[config.mk]
export PLATFORM = sky130hd
export DESIGN_NAME = fmbs_table
export DESIGN_NICKNAME = d
export VERILOG_FILES = /design/src/design/fmbs_pkg.sv /design/src/design/fmbs_table.sv
export SDC_FILE = /design/constraint.sdc
export NUM_CORES = 2
export LEC_CHECK = 0
export ABC_AREA = 0
export BUFFER_PORTS_ARGS = -buffer_cell sky130_fd_sc_hd__buf_2
export CORE_MARGIN = 2
export CORE_UTILIZATION = 45
export CTS_BUF_LIST = sky130_fd_sc_hd__clkbuf_4
export CTS_CLUSTER_DIAMETER = 80
export DETAILED_ROUTE_END_ITERATION = 10
export GPL_TIMING_DRIVEN = 0
export REMOVE_ABC_BUFFERS = 1
export SETUP_SLACK_MARGIN = 0.3
export SLEW_MARGIN = 20
export SYNTH_ARGS = -nofsm -noshare
export SYNTH_HDL_FRONTEND = slang
export SYNTH_SLANG_ARGS = --single-unit
[constraint.sdc]
create_clock -name clk -period 2.85 [get_ports clk]
set_input_delay 0.1425 -clock clk [delete_from_list [all_inputs] [get_ports clk]]
set_output_delay 0.1425 -clock clk [all_outputs]
set_load 0.01 [all_outputs]
[src/design/fmbs_pkg.sv]
`timescale 1ns / 1ps
// fmbs_pkg: shared types, codes and helpers for the FM-index backward search core.
// No dependencies; used by every module in the design folder.
package fmbs_pkg;

  localparam int SYM_W          = 8;
  localparam int POS_W          = 12;
  localparam int BOUND_W        = 13;
  localparam int STAT_W         = 2;
  localparam int REQ_W          = 2;
  localparam int PADDR_W        = 3;
  localparam int PDATA_W        = 32;
  localparam int DEF_TEXT_DEPTH = 4096;
  localparam int DEF_ALPHABET   = 256;

  localparam logic [BOUND_W-1:0] BOUND_MAX = 13'h1FFF;

  localparam logic [REQ_W-1:0] REQ_LOAD_TEXT  = 2'd0;
  localparam logic [REQ_W-1:0] REQ_LOAD_TABLE = 2'd1;
  localparam logic [REQ_W-1:0] REQ_PATTERN    = 2'd2;

  localparam logic [STAT_W-1:0] STATUS_NOT_FOUND = 2'd0;
  localparam logic [STAT_W-1:0] STATUS_FOUND     = 2'd1;
  localparam logic [STAT_W-1:0] STATUS_AT_START  = 2'd2;

  // register index, taken from paddr[2]
  localparam logic REG_TEXT_LENGTH = 1'b0;

  typedef enum logic [2:0] {
    ST_IDLE,
    ST_BASE,
    ST_NEXT,
    ST_RANK,
    ST_OUT
  } state_t;

  typedef struct packed {
    logic               start;
    logic [SYM_W-1:0]   sym;
    logic [BOUND_W-1:0] n_first;
    logic [BOUND_W-1:0] n_last;
  } rank_cmd_t;

  // counts are clipped to the bound range; anything above saturates later anyway
  typedef struct packed {
    logic               done;
    logic [BOUND_W-1:0] c_first;
    logic [BOUND_W-1:0] c_last;
  } rank_stat_t;

  function automatic logic [BOUND_W-1:0] sat_bound(input logic [BOUND_W:0] v);
    return v[BOUND_W] ? BOUND_MAX : v[BOUND_W-1:0];
  endfunction

endpackage

[src/design/fmbs_table.sv]
`timescale 1ns / 1ps
// fmbs_table: start-offset table, one entry per symbol, with per-entry valid bits.
// An entry never written since reset reads as zero. Depends on fmbs_pkg.
module fmbs_table #(
  parameter int ALPHABET = fmbs_pkg::DEF_ALPHABET,
  localparam int AW = $clog2(ALPHABET)
) (
  input  logic                        clk,
  input  logic                        rst,
  input  logic                        wr_en,
  input  logic [AW-1:0]               wr_addr,
  input  logic [fmbs_pkg::BOUND_W-1:0] wr_data,
  input  logic [AW-1:0]               rd_addr,
  output logic [fmbs_pkg::BOUND_W-1:0] rd_data
);

  logic [fmbs_pkg::BOUND_W-1:0] mem [ALPHABET];
  logic [ALPHABET-1:0]          valid;
  logic [fmbs_pkg::BOUND_W-1:0] rd_q;
  logic                         rd_vld;

  always_ff @(posedge clk) begin
    if (wr_en) begin
      mem[wr_addr] <= wr_data;
    end
    rd_q <= mem[rd_addr];
  end

  always_ff @(posedge clk) begin
    if (rst) begin
      valid  <= '0;
      rd_vld <= 1'b0;
    end else begin
      if (wr_en) begin
        valid[wr_addr] <= 1'b1;
      end
      rd_vld <= valid[rd_addr];
    end
  end

  assign rd_data = rd_vld ? rd_q : '0;

endmodule

## After elaboration in Yosys (flattened, before gate mapping)

Memories as Yosys holds them, arrays and structs flattened. A register that Yosys moved wholly into a read port is not among the register bits.
Cells that the tools add are included.

- Divide/modulo/power cells: 0
- Bitwise gates (word level): 1
- Shift operators: 0
- Muxes and demuxes: 7
- Magnitude comparators: 3
- Multiply operators: 0
- Add/sub/neg operators: 0
- Equality and inequality tests: 0
- Reduce and logical (&&, ||, !) cells: 1

Operators by type and width:

| operator | count |
|---|---|
| 256-bit OR | 1 |
| 8-bit by 9-bit less-than comparator with 1-bit output, second input constant | 2 |
| 13-bit two-way mux | 1 |
| 1-bit binary-select mux with 8-bit select | 1 |
| 1-bit demux with 8-bit select | 1 |
| 8-bit by 1-bit >= comparator with 1-bit output, second input constant | 1 |
| 1-bit two-way mux | 4 |
| 1-bit logical AND | 1 |

- Latch bits: 0
- RAM bits: 3328
- Logic and storage cells: 15
- Output and inout port bits: 13
- Flip-flop bits (word level): 257
- ROM bits: 0
- Memories: 1
- Input port bits: 32

Memories:

| name | depth | bits a word | rd ports | clocked after Yosys merged registers in | wr ports | RTL line | RTL |
|---|---|---|---|---|---|---|---|
| mem | 256 | 13 | 1 | 1 | 1 | fmbs_table.sv:17 | `logic [fmbs_pkg::BOUND_W-1:0] mem [ALPHABET];` |

## Depth between registers and ports, before layout

- Depth after elaboration: 5
- Depth in mapped cells: 12
- Mapped depth without buffers: 6

## Least setup slack after synthesis

No wires, ideal clock.

- Kind: input to register
- Start point: in rd_addr[0]
- End point: reg rd_q[10] (netlist bit), read port of mem
- Data arrival time: 2.170 ns
- Path buffers: 3
- Data required time: 2.730 ns
- Setup slack: 0.560 ns
- Library setup time: 0.120 ns
- Cell stages on the path: 9
- Path through: buf_6 > clkbuf_1 > buf_2 > mux4_2 > a22oi_1 > a21oi_1 > nor4_1 > o22ai_1 > or2_1

RTL lines:

| what | RTL line | RTL |
|---|---|---|
| from (decl) | fmbs_table.sv:13 | `input logic [AW-1:0] rd_addr,` |
| to (decl) | fmbs_table.sv:19 | `logic [fmbs_pkg::BOUND_W-1:0] rd_q;` |

## Worst setup path in the final report

- Start point: in wr_addr[1]
- End point: mem mem[108][12] (netlist bit), enable pin

RTL lines:

| what | RTL line | RTL |
|---|---|---|
| from (decl) | fmbs_table.sv:11 | `input logic [AW-1:0] wr_addr,` |
| to (decl) | fmbs_table.sv:17 |  |

No word-level cell before the write port.

==> key figures <==
STA
  • Slew Viols, Final: 0
  • Fmax: ~360 MHz
  • Slew headroom: between 20 and 25%
  • Hold_ws: between 0.1 and 0.15 ns
  • Final setup viols: 0
  • Clock Skew: around 0.13 ns
  • Final Hold Vio Count: 0
  • Tightest Pin Transition: between 1 and 1.5 ns
  • Final Worst Setup Slack: about 0.041 ns
  • RSZ-0062 raised after global routing: true
  • Final worst path period need: ~2.8 ns
  • Crit share post-route: 98.6%

Worst hold path
  • Hold Path Class: in2reg
  • Hold path start: rd_addr[2]
  • Hold Path End: rd_vld
  • Hold path depth: 7

Clock network
  • CTS max path bufs: 4
  • CTS tree: done
  • Clock slew at reported path FFs: ~0.060 ns
  • CTS root buf: clkbuf_4
  • H-tree depth: 6
  • Clk_lat worst skew: between 1 and 1.5 ns
  • Clock sink total: around 3600
  • TritonCTS buffer count: ~870

Synth
  • Cells after synthesis: 6566
  • Top FF cell, synth: edfxtp_1
  • Ys Warns: 0
  • Number of library cell types mapped by synthesis: 45
  • Post-synthesis sequential area ratio: 77.4%
  • Yosys reg bits: between 3000 and 4000
  • Syn avg cell area: between 20 and 25 sq um
  • Post-synth EDFFs: between 3000 and 4000
  • Synth async-reset ratio: 0%
  • Mapped cell area: 136000 sq um

Layout
  • Most common cell after layout, fill and taps aside: edfxtp_1
  • Post-route insts no fill: 12000
  • Nets: between 7000 and 8000
  • Layout cells sized above 1: about two fifths
  • Commonest non-fill, non-tap cells in the layout: edfxtp_1, clkbuf_4, mux4_2, nor2_1, a22oi_1
  • Area grow syn2layout: 16.9%
  • # fillers: around 24000

GRT
  • GRT Total Usage: between 20% and 30%
  • Global-route wire length before repair: ~510000 um
  • Number of global-route vias before repair: about 72000
  • Largest net degree at the start of global routing: between 100 and 150
  • Total grt overflow: 0
  • Antenna violations before repair: 23

Job
  • Max-Cap Viols: 0

Placement
  • Setup WS pre-CTS: -3.17 ns
  • Placed Cells: 10400
  • Gp weighted congestion: between 0.8 and 0.9
  • Detailed placement HPWL: 214000 um
  • Port Buf Inserts: 44

Critical path
  • Crit end category: register
  • Crit Path Class: in2reg
  • Worst-path maximum fanout: 14
  • Worst r2r path cells: 6
  • RR Endpoint: rd_q[6]
  • FF-to-FF setup slack: between 0.15 and 0.2 ns
  • Worst path arrival time: between 3 and 4 ns
  • Reg2reg start: mem[203][6]
  • Required @ worst endpoint: between 3 and 4 ns
  • Startpoint types: input port

Die
  • Ports: 45
  • Core Region: ~300000 sq um
  • Row Count: roughly 200
  • Initial Util: approximately 45%
  • Die height: ~550 um
  • Die Width: 554 um
  • Die ar.: 307000 sq um

Power
  • Lkg Pwr: between 50 and 60 nW
  • Power, Total: roughly 0.11 W
  • Power density over the cells: 667 nW/um^2
  • Peak supply drop: 0.291 mV

Detailed routing
  • 1st-pass router iterations: 5
  • DR vias: between 70000 and 80000
  • DR iter-0 viols: 7986
  • Routed Antenna Nets: 0
  • Routed WL: ~360000 um
  • Routed length per placed instance: roughly 30 um
  • DRC violations left: 0
  • Vias per cell: between 5 and 6

Status
  • Run status: completed
cell usage after synthesis, types with 14 or more instances:
library cell | number | area [sq um]
edfxtp_1 | 3328 | 99900
mux4_2 | 880 | 19800
nor2_1 | 723 | 2710
a22oi_1 | 416 | 3120
dfxtp_1 | 270 | 5410
clkbuf_1 | 241 | 905
a21oi_1 | 220 | 1100
buf_2 | 97 | 485
nor4_1 | 54 | 338
buf_1 | 52 | 195
mux2i_1 | 35 | 350
nand2_1 | 33 | 124
o22ai_1 | 33 | 206
o21ba_2 | 29 | 290
nand3_1 | 23 | 115
nor2b_1 | 20 | 125
and2_1 | 15 | 93.8
nand4_1 | 14 | 87.6
per-stage QoR:
stage / TNS, ns / util, % / area, sq um
floorplan: -23.04 / - / 134000
global placement: - / 46.5 / 139000
detailed placement: -1067.44 / 48.2 / 145000
CTS: 0 / 52.8 / 158000
global route: 0 / 53.0 / 159000
finish: 0 / 53.0 / 159000
power by group:
part | leakage (nW) | total [W] | internal, W | switching, W
logic | 11.4 | 0.00597 | 0.00221 | 0.00377
clock network | 6.68 | 0.0424 | 0.0222 | 0.0202
registers | 32.1 | 0.0578 | 0.0577 | 0.0000352
state kept, by name, indices dropped and copies added (netlist names):
signal and flops:
rd_q 13, rd_vld 1, valid 256, mem 3328
critical path, stage by stage:
cell and delay, ns:
buf_2 0.15, dlygate4sd3_1 0.66, nor2_1 0.26, dlygate4sd3_1 0.85, nand4_1 0.48, buf_6 0.36
buf_6 0.18, nor2_2 0.66
layer usage:
metal | global-route usage (%) | up-vias | part of all wire (%)
met1 | 31.4 | 37400 | 39
met5 | 0 | - | 0.017
met2 | 35.7 | 3345 | 47
met3 | 5.98 | 658 | 9.3
met4 | 9.74 | 10 | 4.0
li1 | - | 29600 | -
cell type report:
type,instances,area (sq um),share of cell area (%)
Timing Repair Buffer,366,6200,3.90
Antenna cell,8,20.0,0.0126
Multi-Input combinational cell,2559,31300,19.7
Clock buffer,1316,9880,6.21
Clock inverter,228,1340,0.840
Inverter,5,18.8,0.0118
Tap cell,3958,4950,3.11
Sequential cell,3598,105000,66.2
logic make-up (layout without fill, tap and decap cells):
logic type	after synthesis	count (layout)	synth area share, %
AOI/OAI and AO/OA	731	731	3.67
buffers and inverters	409	1915	1.27
DFF	3598	3598	77.4
muxes	916	916	14.8
other	0	8	0
and+or+nand+nor	912	912	2.79
worst max path at each step:
stage | start | end | slack, ns | cells past startpoint
2_1_floorplan | rd_addr[3] | rd_q[11] | -1.71 | 6
4_1_cts | mem[125][4] | rd_q[4] | 0.24 | 6
3_5_place_dp | rd_addr[0] | rd_q[4] | -3.17 | 11
6_report | wr_addr[1] | mem[108][12] | 0.04 | 8
5_1_grt | wr_addr[0] | mem[108][12] | 0.07 | 8
3_3_place_gp | rd_addr[0] | rd_vld | -31.09 | 6
repair_timing:
action,in CTS,in global routing
buffers inserted,0,0
hold buffers,77,11
cloned,16,3
hold endpoints to repair,5924,419
pin swaps,58,39
endpoints found under the setup margin,14,580
resized for setup,188,79
No activity file was read; power rests on OpenSTA's default activity.
