`src/design/fmbs_pkg.sv`:
```
`timescale 1ns / 1ps
// fmbs_pkg: shared types, codes and helpers for the FM-index backward search core.
// No dependencies; used by every module in the design folder.
package fmbs_pkg;

  localparam int SYM_W          = 8;
  localparam int POS_W          = 12;
  localparam int BOUND_W        = 13;
  localparam int STAT_W         = 2;
  localparam int REQ_W          = 2;
  localparam int PADDR_W        = 3;
  localparam int PDATA_W        = 32;
  localparam int DEF_TEXT_DEPTH = 4096;
  localparam int DEF_ALPHABET   = 256;

  localparam logic [BOUND_W-1:0] BOUND_MAX = 13'h1FFF;

  localparam logic [REQ_W-1:0] REQ_LOAD_TEXT  = 2'd0;
  localparam logic [REQ_W-1:0] REQ_LOAD_TABLE = 2'd1;
  localparam logic [REQ_W-1:0] REQ_PATTERN    = 2'd2;

  localparam logic [STAT_W-1:0] STATUS_NOT_FOUND = 2'd0;
  localparam logic [STAT_W-1:0] STATUS_FOUND     = 2'd1;
  localparam logic [STAT_W-1:0] STATUS_AT_START  = 2'd2;

  // register index, taken from paddr[2]
  localparam logic REG_TEXT_LENGTH = 1'b0;

  typedef enum logic [2:0] {
    ST_IDLE,
    ST_BASE,
    ST_NEXT,
    ST_RANK,
    ST_OUT
  } state_t;

  typedef struct packed {
    logic               start;
    logic [SYM_W-1:0]   sym;
    logic [BOUND_W-1:0] n_first;
    logic [BOUND_W-1:0] n_last;
  } rank_cmd_t;

  // counts are clipped to the bound range; anything above saturates later anyway
  typedef struct packed {
    logic               done;
    logic [BOUND_W-1:0] c_first;
    logic [BOUND_W-1:0] c_last;
  } rank_stat_t;

  function automatic logic [BOUND_W-1:0] sat_bound(input logic [BOUND_W:0] v);
    return v[BOUND_W] ? BOUND_MAX : v[BOUND_W-1:0];
  endfunction

endpackage

```
`src/design/fmbs_rank.sv`:
```
`timescale 1ns / 1ps
// fmbs_rank: rank unit; walks the text store one position a cycle and counts a
// symbol below two prefix lengths at once. Depends on fmbs_pkg, drives fmbs_text reads.
module fmbs_rank #(
  parameter int TEXT_DEPTH = fmbs_pkg::DEF_TEXT_DEPTH,
  localparam int AW = $clog2(TEXT_DEPTH)
) (
  input  logic                       clk,
  input  logic                       rst,
  input  fmbs_pkg::rank_cmd_t        cmd,
  output logic [AW-1:0]              rd_addr,
  input  logic [fmbs_pkg::SYM_W-1:0] rd_data,
  output fmbs_pkg::rank_stat_t       stat
);

  localparam int PW = AW + 1;
  localparam int CW = (PW > fmbs_pkg::BOUND_W) ? PW : fmbs_pkg::BOUND_W;

  logic                         busy;
  logic [PW-1:0]                pos;
  logic [AW-1:0]                pos_d;
  logic                         live;
  logic [fmbs_pkg::SYM_W-1:0]   sym_q;
  logic [fmbs_pkg::BOUND_W-1:0] nf_q;
  logic [fmbs_pkg::BOUND_W-1:0] nl_q;
  logic [PW-1:0]                limit_q;
  logic [PW-1:0]                cf;
  logic [PW-1:0]                cl;

  logic [fmbs_pkg::BOUND_W-1:0] n_max;
  logic [PW-1:0]                limit;
  logic                         issue;
  logic                         hit;

  assign n_max = (cmd.n_first > cmd.n_last) ? cmd.n_first : cmd.n_last;
  // scan length saturates at the store depth
  assign limit = (CW'(n_max) > CW'(TEXT_DEPTH)) ? PW'(TEXT_DEPTH) : PW'(n_max);
  assign issue = busy && (pos < limit_q);
  assign hit   = live && (rd_data == sym_q);
  assign rd_addr = pos[AW-1:0];

  always_ff @(posedge clk) begin
    if (rst) begin
      busy <= 1'b0;
      live <= 1'b0;
    end else if (cmd.start) begin
      busy <= 1'b1;
      live <= 1'b0;
    end else begin
      live <= issue;
      if (busy && !issue && !live) begin
        busy <= 1'b0;
      end
    end
  end

  always_ff @(posedge clk) begin
    if (cmd.start) begin
      sym_q   <= cmd.sym;
      nf_q    <= cmd.n_first;
      nl_q    <= cmd.n_last;
      limit_q <= limit;
      pos     <= '0;
      cf      <= '0;
      cl      <= '0;
    end else begin
      if (issue) begin
        pos <= pos + PW'(1);
      end
      pos_d <= pos[AW-1:0];
      if (hit && (CW'(pos_d) < CW'(nf_q))) begin
        cf <= cf + PW'(1);
      end
      if (hit && (CW'(pos_d) < CW'(nl_q))) begin
        cl <= cl + PW'(1);
      end
    end
  end

  assign stat.done    = busy && !issue && !live;
  assign stat.c_first = (CW'(cf) > CW'(fmbs_pkg::BOUND_MAX)) ? fmbs_pkg::BOUND_MAX
                                                             : fmbs_pkg::BOUND_W'(cf);
  assign stat.c_last  = (CW'(cl) > CW'(fmbs_pkg::BOUND_MAX)) ? fmbs_pkg::BOUND_MAX
                                                             : fmbs_pkg::BOUND_W'(cl);

`ifndef SYNTHESIS
  a_done_idle_pipe: assert property (@(posedge clk) disable iff (rst)
    stat.done |=> !busy || $past(cmd.start))
    else $error("rank unit still busy after done");
  a_no_start_busy: assert property (@(posedge clk) disable iff (rst)
    cmd.start |-> !busy)
    else $error("rank unit restarted while busy");
  a_count_order: assert property (@(posedge clk) disable iff (rst)
    busy && (nf_q <= nl_q) |-> cf <= cl)
    else $error("rank counts out of order");
`endif

endmodule

```
`config.mk`:
```
export PLATFORM = sky130hd
export DESIGN_NAME = fmbs_rank
export DESIGN_NICKNAME = d
export VERILOG_FILES = /design/src/design/fmbs_pkg.sv /design/src/design/fmbs_rank.sv
export SDC_FILE = /design/constraint.sdc
export NUM_CORES = 1
export LEC_CHECK = 0
export BUFFER_PORTS_ARGS = -buffer_cell sky130_fd_sc_hd__buf_4
export CORE_MARGIN = 4
export CORE_UTILIZATION = 55
export DETAILED_ROUTE_END_ITERATION = 6
export GPL_TIMING_DRIVEN = 0
export PLACE_DENSITY_LB_ADDON = 0.15
export RECOVER_POWER = 50
export SETUP_SLACK_MARGIN = 0.4
export SLEW_MARGIN = 20
export SYNTH_ARGS = -nofsm -noshare
export SYNTH_HDL_FRONTEND = slang
export SYNTH_SLANG_ARGS = --single-unit
```
`constraint.sdc`:
```
create_clock -name clk -period 7 [get_ports clk]
set_clock_uncertainty 0.2 [all_clocks]
set_input_delay 0.35 -clock clk [delete_from_list [all_inputs] [get_ports clk]]
set_output_delay 0.35 -clock clk [all_outputs]
set_load 0.1 [all_outputs]
```
* Word-level counts from Yosys, hierarchy flattened
Index checks and enable logic that the tools add are counted.
** Cells by class
- Add/subtract/negate cells :: 3
- Order comparisons :: 7
- Equality and inequality tests :: 1
- Muxes and demuxes :: 5
- Reductions and logical operators :: 10
** Operators with widths (count)
- adder 13 x 1 -> 13 bit (second input constant) :: 3
- > comparator 13 bit (second input constant) :: 3
- two-way mux 13 bit :: 3
- < comparator 12 x 13 -> 1 bit :: 2
- > comparator 13 bit :: 1
- < comparator 13 bit :: 1
- == test 8 bit :: 1
- logical AND 1 bit :: 6
- zero test 1 bit :: 2
- two-way mux 1 bit :: 2
- nonzero test 2 bit :: 1
- OR reduction 2 bit :: 1
** Word-level totals
- Register bits after elaboration :: 100
- Output and inout bits :: 39
- Word-level logic and storage cells :: 36

* Logic depth before layout (Yosys ltp)
- Depth after elaboration :: 7
- Mapped depth :: 9
- Depth with buffers taken out :: 8

* Least setup slack after synthesis
Ideal clock, no wire load.
- Kind :: register to output
- Start point :: register pos[6]
- End point :: output stat[26] (netlist name)
- Arrival :: 2.589 ns
- Data required time :: 6.450 ns
- Setup slack :: 3.861 ns
- Stages on the path, launching flop included :: 9
- Path buffers :: 1
- Cells stage by stage :: dfxtp_1 > ha_1 > a211oi_1 > o21ai_0 > o211ai_1 > a21oi_1 > clkbuf_1 > or2_2 > and3b_1
** RTL lines
- from (decl) :: RTL line fmbs_rank.sv:20 : logic [PW-1:0] pos;
- from (signal assigned) :: RTL line fmbs_rank.sv:68 : pos <= pos + PW'(1);
- to (decl) :: RTL line fmbs_rank.sv:13 : output fmbs_pkg::rank_stat_t stat

* Worst setup path after layout
- Start point :: input cmd[34] (netlist name)
- End point :: register cl[5]
** RTL lines
- from (decl) :: RTL line fmbs_rank.sv:10 : input fmbs_pkg::rank_cmd_t cmd,
- to (signal assigned) :: RTL line fmbs_rank.sv:75 : cl <= cl + PW'(1);
- to (decl) :: RTL line fmbs_rank.sv:28 : logic [PW-1:0] cl;
No word-level cell between the ends.

==> flow_metrics.env <==
export IMPL_outcome="finished with violations"
export IMPL_violations="capacitance limit, slew limit"
export IMPL_yosysWarnings=0
export IMPL_firstDrtPassIters=5
export IMPL_path_buf_inv=4
export IMPL_wl_microns=13400
export IMPL_peakVddDrop_mv=0.177
export IMPL_post_place_ws_ps=3730
export IMPL_cp_depth=5
export IMPL_seq_area_frac_synth_pct=46.1
export IMPL_crit_path_end_kind="register"
export IMPL_worstHoldPathType="input pin to register"
export IMPL_min_from="cmd[11]"
export IMPL_drv_slew=55
export IMPL_rsz0062_at_grt="no"
export IMPL_wl_per_cell_microns=16.4
export IMPL_route_detailed_drc=0
export IMPL_fmax_mhz=247
export IMPL_tns_ps=0
export IMPL_ys_ff_latch=100
export IMPL_numCtsBuffers=9
export IMPL_fp_dieArea_sq_mm=0.0119
export IMPL_r2r_start="pos_d[10]$_DFFE_PN_"
export IMPL_syn_area_sq_mm=0.00563
export IMPL_drv_cap=1
export IMPL_final_core_util_pct=67.4
export IMPL_insertion_delay_ps=350
export IMPL_n_antenna_cell=0
export IMPL_critical_path_cell_chain="clkbuf_1 > clkbuf_1 > clkbuf_1 > clkbuf_1 > a21oi_1"
export IMPL_num_rows=36
export IMPL_slew_headroom_pct=-93.9
export IMPL_clk_pin_slew_worst_paths_ps=90
export IMPL_worst_path_dominant_cell_family="buffers and inverters"
export IMPL_critPathMostFrequentCell="clkbuf_1"
export IMPL_r2r_end="cl[6]$_SDFFE_PP0P_"
export IMPL_syn2layout_area_growth_pct=18.1
export IMPL_initial_core_util_pct=57.1
export IMPL_cpPeakStageDelay_ps=2010
export IMPL_startpoint_type="input pin"
export IMPL_synth_most_common_cell="edfxtp_1"
export IMPL_ant_nets=0
export IMPL_crit_arrival_ps=4060
export IMPL_place_hpwl_microns=9990
export IMPL_dp_cells=786
export IMPL_antenna_found_initial=0
export IMPL_power_density_mw_per_mm2=178
export IMPL_synth_commonest_cells="edfxtp_1, inv_1, ha_1, clkbuf_1, dfxtp_1"
export IMPL_grt_overflow=0
export IMPL_die_height_microns=109
export IMPL_holdWs_ps=138
export IMPL_synthTopCellsByArea="edfxtp_1, dfxtp_1, ha_1, inv_1, a21oi_1"
export IMPL_drt_vias_per_instance=5.72
export IMPL_holdBufCountCts=10
export IMPL_crit_fanout=54
export IMPL_r2r_setup_slack_ps=3940
export IMPL_track_usage_pct=23.1
export IMPL_cts_tree="built"
export IMPL_grt_max_degree=55
export IMPL_period_share_pct=57.9
export IMPL_final_nets=775
export IMPL_synth_edf_count=59
export IMPL_syn_num_nets=665
export IMPL_place_gp_congestion=0.947
export IMPL_drt_iter0_markers=233
export IMPL_ys_flop_type="edfxtp_1"
export IMPL_synth_top_area_share_pct=31.5
export IMPL_min_to="nl_q[11]$_DFFE_PP_"
export IMPL_tightest_slew_ps=2910
export IMPL_portBuffers=83
export IMPL_worst_path_max_delay_cell="clkbuf_1"
export IMPL_cts_setup_buffers=0
export IMPL_whs_path_depth=1
export IMPL_finalHoldViolCount=0
export IMPL_nFillCells=840
export IMPL_yosys_cell_types_count=47
export IMPL_cts_buffer_depth=2
export IMPL_drive_gt1_share_pct=13.7
export IMPL_detailroute_via_count=4678
export IMPL_postCtsResizedCells=0
export IMPL_synthArstFlopShare_pct=0
export IMPL_p_leak_nw=2.66
export IMPL_grt_pass1_wl_microns=21500
export IMPL_reg2regPathDepth=7
export IMPL_clkSinkCount=100
export IMPL_die_w_microns=109
export IMPL_netlist_instances=570
export IMPL_worstPathRequired_ps=7010
export IMPL_avgSynthCellArea_sq_um=9.87
export IMPL_final_cell_count_no_fill=818
export IMPL_core_area_sq_mm=0.00986
export IMPL_yosys_area_top_type="edfxtp_1"
export IMPL_clockRootBuffer="clkbuf_8"
export IMPL_finalSetupViolCount=0
export IMPL_crit_type="input pin to register"
export IMPL_setup_ws_ps=2950
export IMPL_ioPinCount=84
export IMPL_period_minus_slack_ps=4050
export IMPL_htreeDepth=3
export IMPL_grt_pass1_vias=4482
-- flip-flops by register name, summed over array words and instances (netlist names) --
signal	flops
sym_q	8
cl	13
limit_q	13
pos_d	12
nl_q	13
live	1
nf_q	13
cf	13
busy	1
pos	13
-- through the flow --
step | instance area [sq um] | power (W)
floorplan | 5630 | 0.000773
global placement | 6420 | 0.000832
detailed placement | 6420 | 0.000841
CTS | 6710 | 0.00120
global route | 6650 | 0.00124
finish | 6650 | 0.00119
-- placed cells by master, fill, tap and decap left out, types with 7 or more instances in the layout --
cell type,netlist,routed
clkbuf_8,0,9
nand2_1,18,18
nor2_1,25,25
o21ai_0,27,27
a32oi_1,12,12
buf_4,12,54
o31ai_1,17,17
edfxtp_1,59,59
nand3_1,24,24
a21oi_1,35,35
clkbuf_4,0,8
nand4_1,21,21
clkbuf_1,46,80
xnor2_1,11,11
dfxtp_1,41,41
nor4_1,16,16
inv_1,56,56
mux2_2,11,11
ha_1,50,50
or4_1,16,16
dlygate4sd3_1,0,16
nor2b_1,11,11
a21o_1,7,7
-- layer usage --
metal	share of wire, %	GRT usage [%]	wire length [microns]	up-vias
met5	0	0	0	-
met4	1.9	6.31	252	0
met3	6.7	4.68	895	25
met2	50	40.0	6730	157
met1	41	29.3	5560	2195
li1	-	-	-	2301
-- power by group --
part           internal, W  switching, W  total [W]
Clock             0.000166      0.000191   0.000357
Combinational    0.0000627     0.0000954   0.000158
Sequential        0.000657     0.0000134   0.000671
-- cell families (layout without fill, tap and decap cells) --
family                   after synthesis  count (layout)  synth area share [%]
AO/OA/AOI/OAI                        120             120                  13.9
adder cells (fa/ha/maj)               50              50                  11.1
flip-flops                           100             100                  46.1
buffers and inverters                114             229                  8.40
multiplexers                          13              13                  2.56
XOR/XNOR                              11              11                  1.71
AND/OR/NAND/NOR                      162             162                  16.3
-- how the worst max path moves through the flow --
| stage | startpoint | endpoint | slack, ps |
|---|---|---|---|
| 2_1_floorplan | pos[6]$_SDFFE_PP0P_ | stat[26] | 3860 |
| 3_3_place_gp | pos[6]$_SDFFE_PP0P_ | stat[26] | 3790 |
| 3_5_place_dp | pos[6]$_SDFFE_PP0P_ | stat[26] | 3730 |
| 4_1_cts | pos[6]$_SDFFE_PP0P_ | stat[26] | 3350 |
| 5_1_grt | cmd[34] | cl[5]$_SDFFE_PP0P_ | 2630 |
| 6_report | cmd[34] | cl[5]$_SDFFE_PP0P_ | 2950 |
-- layout make-up --
cell class	instances	area, sq um	area share, %
Multi-Input combinational cell	356	2560	38.6
Clock buffer	10	128	1.92
Inverter	56	210	3.16
Buffer	58	263	3.95
Clock inverter	6	63.8	0.960
Timing Repair Buffer	99	659	9.92
Sequential cell	100	2590	39.0
Tap cell	133	166	2.50
No activity file was read; power rests on OpenSTA's default activity.
